**config.mk**
```make
export PLATFORM = sky130hd
export DESIGN_NAME = sapfr_front
export DESIGN_NICKNAME = d
export VERILOG_FILES = /design/src/hw/rtl/serial_api_frame_receiver_unit_assert.svh /design/src/hw/rtl/sapfr_pkg.sv /design/src/hw/rtl/sapfr_front.sv
export SDC_FILE = /design/constraint.sdc
export NUM_CORES = 1
export LEC_CHECK = 0
export BUFFER_PORTS_ARGS = -buffer_cell sky130_fd_sc_hd__clkbuf_2
export CORE_UTILIZATION = 35
export CTS_CLUSTER_DIAMETER = 100
export DETAILED_ROUTE_END_ITERATION = 7
export GPL_TIMING_DRIVEN = 0
export PLACE_DENSITY_LB_ADDON = 0.12
export SKIP_CTS_REPAIR_TIMING = 1
export SLEW_MARGIN = 15
export SYNTH_ARGS = -nofsm -noshare
export SYNTH_HDL_FRONTEND = slang
export SYNTH_SLANG_ARGS = --single-unit
```
**constraint.sdc**
```tcl
create_clock -name aclk -period 5.99 [get_ports aclk]
set_clock_uncertainty 0.15 [all_clocks]
set_input_delay 0.2995 -clock aclk [delete_from_list [all_inputs] [get_ports aclk]]
set_output_delay 0.2995 -clock aclk [all_outputs]
set_load 0.02 [all_outputs]
```
**src/hw/rtl/serial_api_frame_receiver_unit_assert.svh**
```systemverilog
// ----------------------------------------------------------------------------
// Serial API frame receiver assertion macros
// Concurrent assertion helpers clocked by aclk and disabled in reset.
// ----------------------------------------------------------------------------
`ifndef SERIAL_API_FRAME_RECEIVER_UNIT_ASSERT_SVH
`define SERIAL_API_FRAME_RECEIVER_UNIT_ASSERT_SVH

`ifndef SYNTHESIS
`define SAPFR_ASSERT_IMPL(lbl, ante, cons, msg) \
    lbl: assert property (@(posedge aclk) disable iff (!aresetn) (ante) |-> (cons)) \
        else $error(msg);
`define SAPFR_ASSERT_NEXT(lbl, ante, cons, msg) \
    lbl: assert property (@(posedge aclk) disable iff (!aresetn) (ante) |=> (cons)) \
        else $error(msg);
`else
`define SAPFR_ASSERT_IMPL(lbl, ante, cons, msg)
`define SAPFR_ASSERT_NEXT(lbl, ante, cons, msg)
`endif

`endif

```
**src/hw/rtl/sapfr_pkg.sv**
```systemverilog
// ----------------------------------------------------------------------------
// Serial API frame receiver package
// Shared constants, item and result types for the frame receiver.
// ----------------------------------------------------------------------------
`default_nettype none

package sapfr_pkg;

    localparam int SAPFR_BUFFER_DEPTH = 512;
    localparam int HOME_ID_BYTES      = 4;
    localparam logic [15:0] TIMEOUT_RESET = 16'd1500;

    // Protocol bytes.
    localparam logic [7:0] SOF_BYTE    = 8'h01;
    localparam logic [7:0] ACK_BYTE    = 8'h06;
    localparam logic [7:0] NAK_BYTE    = 8'h15;
    localparam logic [7:0] CAN_BYTE    = 8'h18;
    localparam logic [7:0] MENU_BYTE   = 8'h0D;
    localparam logic [7:0] UPLOAD_BYTE = 8'h43;
    localparam logic [7:0] MIN_LEN        = 8'd3;
    localparam logic [7:0] MIN_HOMEID_LEN = 8'd7;
    localparam logic [7:0] RESP_TYPE      = 8'h01;
    localparam logic [7:0] NETIDS_CMD     = 8'h20;
    localparam logic [7:0] XOR_INIT       = 8'hFF;

    // Action codes on the input channel.
    localparam logic [2:0] ACT_BYTE   = 3'd0;
    localparam logic [2:0] ACT_TICK   = 3'd1;
    localparam logic [2:0] ACT_READ   = 3'd2;
    localparam logic [2:0] ACT_DISC   = 3'd3;
    localparam logic [2:0] ACT_RECONN = 3'd4;

    // Event codes on the result channel.
    localparam logic [2:0] EV_NONE    = 3'd0;
    localparam logic [2:0] EV_FWD     = 3'd1;
    localparam logic [2:0] EV_FRAME   = 3'd2;
    localparam logic [2:0] EV_MENU    = 3'd3;
    localparam logic [2:0] EV_REJECT  = 3'd4;
    localparam logic [2:0] EV_TIMEOUT = 3'd5;

    typedef enum logic [2:0] {
        KIND_NONE,
        KIND_BYTE,
        KIND_TICK,
        KIND_READ,
        KIND_DISC,
        KIND_RECONN
    } kind_t;

    typedef struct packed {
        logic is_sof;
        logic is_menu;
        logic is_fwd;
        logic is_menu_char;
        logic is_nul;
    } byte_class_t;

    typedef struct packed {
        kind_t       kind;
        logic [7:0]  rx_byte;
        logic [8:0]  read_index;
        byte_class_t cls;
    } sapfr_item_t;

    typedef struct packed {
        logic        tx_valid;
        logic [7:0]  tx_byte;
        logic [2:0]  event_res;
        logic [7:0]  event_byte;
        logic [9:0]  frame_length;
        logic [31:0] home_id;
        logic        home_id_changed;
        logic        home_id_ready;
        logic        bootloader_mode;
        logic        read_hit;
    } sapfr_result_t;

endpackage

`default_nettype wire

```
**src/hw/rtl/sapfr_front.sv**
```systemverilog
// ----------------------------------------------------------------------------
// Frame receiver front end
// Accepts items, decodes the action and classifies the byte into a queue.
// ----------------------------------------------------------------------------
`default_nettype none

module sapfr_front
    import sapfr_pkg::*;
(
    input  wire logic        aclk,
    input  wire logic        aresetn,
    input  wire logic        s_valid,
    output logic             s_ready,
    input  wire logic [2:0]  s_action,
    input  wire logic [7:0]  s_rx_byte,
    input  wire logic [8:0]  s_read_index,
    output logic             q_valid,
    input  wire logic        q_pop,
    output sapfr_item_t      q_item
);

    sapfr_item_t fifo_reg [2];
    logic        wr_ptr_reg, wr_ptr_next;
    logic        rd_ptr_reg, rd_ptr_next;
    logic [1:0]  count_reg, count_next;
    sapfr_item_t item;
    logic        push, pop;

    always_comb begin
        item            = '0;
        item.rx_byte    = s_rx_byte;
        item.read_index = s_read_index;
        case (s_action)
            ACT_BYTE:   item.kind = KIND_BYTE;
            ACT_TICK:   item.kind = KIND_TICK;
            ACT_READ:   item.kind = KIND_READ;
            ACT_DISC:   item.kind = KIND_DISC;
            ACT_RECONN: item.kind = KIND_RECONN;
            default:    item.kind = KIND_NONE;
        endcase
        item.cls.is_sof  = (s_rx_byte == SOF_BYTE);
        item.cls.is_menu = (s_rx_byte == MENU_BYTE);
        item.cls.is_fwd  = s_rx_byte inside {ACK_BYTE, NAK_BYTE, CAN_BYTE, UPLOAD_BYTE};
        item.cls.is_menu_char = s_rx_byte inside {8'h00, 8'h0D, 8'h0A, [8'h20:8'h7E]};
        item.cls.is_nul  = (s_rx_byte == 8'h00);
    end

    assign s_ready = (count_reg != 2'd2);
    assign q_valid = (count_reg != 2'd0);
    assign q_item  = fifo_reg[rd_ptr_reg];
    assign push    = s_valid && s_ready;
    assign pop     = q_valid && q_pop;

    always_comb begin
        wr_ptr_next = push ? ~wr_ptr_reg : wr_ptr_reg;
        rd_ptr_next = pop ? ~rd_ptr_reg : rd_ptr_reg;
        count_next  = count_reg + {1'b0, push} - {1'b0, pop};
    end

    always_ff @(posedge aclk) begin
        if (!aresetn) begin
            wr_ptr_reg <= 1'b0;
            rd_ptr_reg <= 1'b0;
            count_reg  <= 2'd0;
        end else begin
            wr_ptr_reg <= wr_ptr_next;
            rd_ptr_reg <= rd_ptr_next;
            count_reg  <= count_next;
        end
    end

    always_ff @(posedge aclk) begin
        if (push) begin
            fifo_reg[wr_ptr_reg] <= item;
        end
    end

endmodule

`default_nettype wire

```
==> results of run 1 <==
[kinds of logic after synthesis]
| family | count (synthesis) | share of synthesized area [%] |
|---|---|---|
| simple gates | 32 | 8.14 |
| mux | 25 | 12.7 |
| buf+inv | 7 | 1.36 |
| compound gates | 8 | 2.32 |
| flops | 55 | 72.4 |
| fa+ha+maj | 2 | 1.13 |
| xor+xnor | 5 | 1.98 |
[worst max-delay path by stage]
stage,start,to,slack (ps),cells after the start
floorplan,count_reg[0],fifo_reg[0][0],3630,3
finish,flip-flop,q_item[24],3790,4
global placement,count_reg[0],fifo_reg[0][5],3160,3
global route,flip-flop,q_item[24],3610,4
detailed placement,count_reg[0],fifo_reg[1][5],3880,2
CTS,flip-flop,q_item[24],3720,4
[report_power, final]
group / leakage [nW] / switching [W] / internal [W] / total, W
sequential: 0.513 / 0.0000164 / 0.000489 / 0.000505
clock: 0.0422 / 0.000104 / 0.0000822 / 0.000186
combinational: 0.439 / 0.000193 / 0.000131 / 0.000324
[routing by layer]
metal	wire, um	share of wire (%)
met5	0	0
met4	31	0.85
met3	184	5.1
met2	1900	52
met1	1520	42
[layout by cell type (no fill, tap or decap), drive strengths merged, types with 3 or more instances in the layout]
cell type  count
and2           4
nand2          9
nor2           5
inv            3
nor4           3
dfxtp          5
xnor2          5
mux2          25
edfxtp        50
nor3           3
buf            3
clkbuf        58
[layout make-up]
type                       count  area [um^2]
buffer                         4         18.8
clock buffer                   7         76.3
clock inverter                 1         5.00
fill                         568         3380
inverter                       3         11.3
multi-input combinational     72          591
sequential                    55         1600
tap                           75         93.8
timing repair buffer          50          250
[stage by stage]
step           instances  hold WS [ps]
6_report             267          39.4
3_5_place_dp         259           343
3_3_place_gp         259           338
4_1_cts              267          26.7
2_1_floorplan        134           248
5_1_grt              267          22.2
==> results.tsv, run 1 <==
stage	metric	value	unit
status	status	completed	
synthesis	Yosys cell types	27	
setup_path	worst path arrival time	1750	ps
floorplanning	Die Y	81.5	um
power_and_ir_drop	VDD IR max	0.000167	V
synthesis	Synth Area per Inst	16.5	um^2
synthesis	syn_nets	160	
sta	Slew headroom	51.0	%
setup_path	worst setup path class	flip-flop to output pin	
grt	first-pass GRT wire length	5780	um
setup_path	Data required, critical path	5540	ps
sta	PnR worst setup slack	3790	ps
detailed_routing	ANT nets after route	0	
detailed_routing	DRC	0	
synthesis	Syn Std Cell Area	0.00221	mm^2
place	dpl cell area	0.00256	mm^2
setup_path	RR Endpoint	count_reg[1]	
setup_path	Reg-to-Reg Start	count_reg[1]	
synthesis	synth cell count leaders	50 x edfxtp_1, 25 x mux2_2, 9 x nand2_1	
synthesis	Cells after Synth	134	
power_and_ir_drop	Tot Pwr	0.00102	W
sta	fmax	455	MHz
setup_path	Worst path top cell family by delay	buffers and inverters	
clock_network	H-tree levels	2	
grt	met1 Track Usage GR	13.0	%
hold_path	Hold Path Depth	1	
floorplanning	io pins	51	
setup_path	worst reg-to-reg path cell count	8	
hold_path	Tightest Hold Check Type	input pin to flip-flop	
grt	GR met3 Demand/Resource	4.00	%
layout	antenna cells	0	
sta	Pins Over Slew Limit	0	
setup_path	CP Buf/Inv Count	3	
clock_network	clk buf depth	2	
synthesis	Seq/Total Area, Yosys	72.4	%
place	input/output buffers	50	
detailed_routing	via density per instance	4.77	
setup_path	flop2flop setup slack	4000	ps
place	Placer Congestion	0.704	
synthesis	post-synth top area cell	edfxtp_1	
clock_network	clk_lat worst skew	290	ps
layout	fin area	0.00265	mm^2
detailed_routing	Iter 0 DRT Violations	73	
detailed_routing	final WL	3630	um
detailed_routing	routed via count	1274	
hold_path	min-delay src	s_read_index[7]	
setup_path	Cell Chain, Critical Path	clkbuf_1 > buf_2 > mux2_2 > clkbuf_2	
clock_network	clk sinks	55	
clock_network	CTS buffer count	5	
synthesis	Synth area leaders	edfxtp_1 68%, mux2_2 13%, dfxtp_1 4.5%	
detailed_routing	Pre-antenna DRT Iters	4	
power_and_ir_drop	power density cells	383	mW/mm^2
grt	vias in the first global route	1233	
layout	Area growth syn-to-layout	19.6	%
grt	M2 GR Usage	21.2	%
detailed_routing	Routed WL per cell	13.6	um
synthesis	EDFF count, synth	50	
sta	slew of the pin with the lowest slew margin	733	ps
synthesis	top-count cell post-synth	edfxtp_1	
setup_path	category of the worst setup path launch point	flip-flop	
floorplanning	Starting Density	36.7	%
clock_network	Worst-path clk slew	90	ps
setup_path	Max FO, Critical Path	10	
sta	Final Hold Vio Count	0	
synthesis	post-synth top area share	67.8	%
clock_network	Root Buffer	clkbuf_8	
sta	Setup TNS	0	ps
synthesis	synthesized flop and latch total	55	
synthesis	asr flop ratio synth	0	%
sta	Final Critical Period	2200	ps
grt	GRT Total Usage	12.0	%
place	DP Worst Slack	3880	ps
floorplanning	core area	0.00603	mm^2
sta	# setup viols final	0	
layout	final core utilization	43.9	%
grt	GR Overflow Total	0	
sta	Tcrit/Tclk final	36.7	%
power_and_ir_drop	leakage	0.994	nW
synthesis	ys flop type	edfxtp_1	
sta	RSZ-0062 raised after global routing	no	
place	Detailed Place HPWL	2490	um
layout	share of post-route cells with drive strength above 1	46.9	%
layout	max FFs per register	50	
floorplanning	Die Wd	81.5	um
flow_run	max cap viols	0	
floorplanning	Cell Rows	28	
grt	GR peak layer	met2	
floorplanning	Die Area	0.00665	mm^2
grt	largest net degree at the start of global routing	26	
setup_path	Critical Path Sink Type	output pin	
clock_network	CTS tree	done	
grt	antenna violations before repair	0	
hold_path	Min-Delay Endpoint	fifo_reg[0][12]	
setup_path	worst stage delay on the critical path	380	ps
synthesis	Yosys warning count	0	
setup_path	critical path's slowest cell	mux2_2	
layout	Nets	217	
Note: power is estimated with default switching activity, not from simulation.
==> run 2, diff against run 1 <==
- clock period: 5.99 -> 2 ns (I/O delays scaled with it)
==> run 2 against run 1 <==
The flow now finishes with violations (negative hold slack). Critical path depth increased by 2. Via count increased by 4.9%. Flip-flop and latch count unchanged. Largest power group unchanged. Highest routed layer unchanged.
==> results.tsv, run 2 (synthesis results as in run 1) <==
stage	metric	value	unit	change
power_and_ir_drop	leakage	1.08	nW	+8.5%
floorplanning	Cell Rows	28		unchanged
detailed_routing	Pre-antenna DRT Iters	4		unchanged
layout	antenna cells	0		unchanged
clock_network	CTS buffer count	5		unchanged
grt	vias in the first global route	1295		+5.0%
clock_network	Root Buffer	clkbuf_8		
detailed_routing	via density per instance	4.71		-1.3%
sta	fmax	526	MHz	
grt	first-pass GRT wire length	5750	um	-0.48%
sta	PnR worst setup slack	99.4	ps	-3690 ps
grt	GR Overflow Total	0		unchanged
setup_path	Critical Path Sink Type	flip-flop		
place	Placer Congestion	0.780		+11%
detailed_routing	Routed WL per cell	13.4	um	-1.3%
detailed_routing	routed via count	1337		+4.9%
place	input/output buffers	50		unchanged
setup_path	worst setup path class	input pin to flip-flop		
hold_path	min-delay src	s_action[0]		
grt	antenna violations before repair	0		unchanged
grt	largest net degree at the start of global routing	26		unchanged
clock_network	clk_lat worst skew	300	ps	about the same
layout	Nets	234		+7.8%
sta	hold slack	-1.20	ps	-40.6 ps
power_and_ir_drop	power density cells	1110	mW/mm^2	+190%
hold_path	Min-Delay Endpoint	fifo_reg[1][22]		
power_and_ir_drop	VDD IR max	0.000576	V	+240%
layout	most frequent cells in the layout	50 x edfxtp_1, 50 x clkbuf_2, 25 x mux2_2		
place	DP Worst Slack	-53.1	ps	-3940 ps
floorplanning	Die Wd	81.5	um	unchanged
sta	# setup viols final	0		unchanged
setup_path	worst reg-to-reg path cell count	8		unchanged
sta	Slew headroom	52.1	%	+1.1 points
floorplanning	Die Area	0.00665	mm^2	unchanged
clock_network	clk sinks	55		unchanged
detailed_routing	ANT nets after route	0		unchanged
floorplanning	Starting Density	36.7	%	unchanged
detailed_routing	DRC	0		unchanged
sta	Final Critical Period	1900	ps	
sta	Tcrit/Tclk final	95.0	%	
grt	GRT Total Usage	11.8	%	-0.17 points
layout	max FFs per register	50		unchanged
layout	fill count	562		-1.1%
detailed_routing	final WL	3820	um	+5.0%
hold_path	Tightest Hold Check Type	input pin to flip-flop		
setup_path	Data required, critical path	1950	ps	-3590 ps
clock_network	CTS tree	done		
setup_path	category of the worst setup path launch point	input pin		
floorplanning	core area	0.00603	mm^2	unchanged
layout	final core utilization	47.5	%	+3.6 points
grt	M2 GR Usage	22.2	%	+1.0 points
flow_run	max cap viols	0		unchanged
clock_network	clk buf depth	2		unchanged
floorplanning	io pins	51		unchanged
clock_network	H-tree levels	2		unchanged
detailed_routing	Iter 0 DRT Violations	49		-33%
sta	Final Hold Vio Count	2		+2
layout	area occupied by multi-input gates	606	um^2	+2.5%
setup_path	RR Endpoint	count_reg[1]		
grt	met1 Track Usage GR	12.0	%	-1.0 points
hold_path	Hold Path Depth	2		+1
status	violated checks	negative hold slack		
grt	GR met3 Demand/Resource	3.44	%	-0.56 points
setup_path	worst path arrival time	1850	ps	+100 ps
layout	share of post-route cells with drive strength above 1	45.5	%	-1.4 points
sta	Pins Over Slew Limit	0		unchanged
setup_path	flop2flop setup slack	110	ps	-3890 ps
clock_network	Worst-path clk slew	90	ps	about the same
place	Detailed Place HPWL	2580	um	+3.6%
layout	Sequential Area	0.00160	mm^2	about the same
sta	slew of the pin with the lowest slew margin	716	ps	-16.5 ps
power_and_ir_drop	Tot Pwr	0.00319	W	+210%
setup_path	Reg-to-Reg Start	count_reg[1]		
layout	Area growth syn-to-layout	29.4	%	
grt	GR peak layer	met2		
sta	RSZ-0062 raised after global routing	no		
floorplanning	Die Y	81.5	um	unchanged
status	status	finished with violations		
setup_path	Max FO, Critical Path	8		-2
==> run 2: cell types whose count changed in the layout (fill, tap and decap cells not counted), sizes merged <==
| cell | previous run | this run |
|---|---|---|
| clkinv | 1 | 0 |
| buf | 3 | 1 |
| clkbuf | 58 | 60 |
| dlygate4sd3 | 0 | 18 |
==> run 2: routing by layer <==
metal / vias to the layer above / wire [um]
li1: 657 / -
met1: 638 / 1450
met2: 38 / 2120
met3: 4 / 202
met4: 0 / 49
met5: - / 0
==> run 2: how the worst max path moves through the flow <==
stage                      end  cells after the start  slack [ps]    startpoint
3_5_place_dp   fifo_reg[1][17]                      2         -50  count_reg[0]
4_1_cts             q_item[13]                      4         -80     flip-flop
2_1_floorplan     count_reg[1]                      8          30  count_reg[1]
3_3_place_gp    fifo_reg[0][6]                      3        -140  count_reg[0]
5_1_grt         fifo_reg[0][1]                      6          10  s_rx_byte[7]
6_report        fifo_reg[1][1]                      6         100  s_rx_byte[4]
==> run 2: area by class of cell <==
type	instances	share of cell area (%)
multi-input cells	72	21.1
repair buffers	68	15.0
flip-flops and latches	55	56.0
well taps	75	3.28
clock buffers	8	3.49
inverters	3	0.393
plain buffers	3	0.699
==> run 2: per-stage QoR <==
| step | instances | cell area (um^2) | TNS, ps |
|---|---|---|---|
| floorplan | 134 | 2220 | 0 |
| global placement | 259 | 2560 | -3480 |
| detailed placement | 259 | 2560 | -1280 |
| CTS | 267 | 2670 | -2890 |
| global route | 284 | 2860 | 0 |
| finish | 284 | 2860 | 0 |
==> run 2: worst max-delay path, cell delays in order <==
cell and delay, ps:
dlygate4sd3_1 530, clkbuf_2 170, or4b_4 560, nor4_2 170, a31oi_1 60, o221ai_1 260
==> run 2: where the power goes <==
group | total [W] | internal, W | switching, W | leakage [nW]
Combinational | 0.00102 | 0.000444 | 0.000580 | 0.514
Clock | 0.000638 | 0.000316 | 0.000322 | 0.0515
Sequential | 0.00153 | 0.00147 | 0.0000640 | 0.513
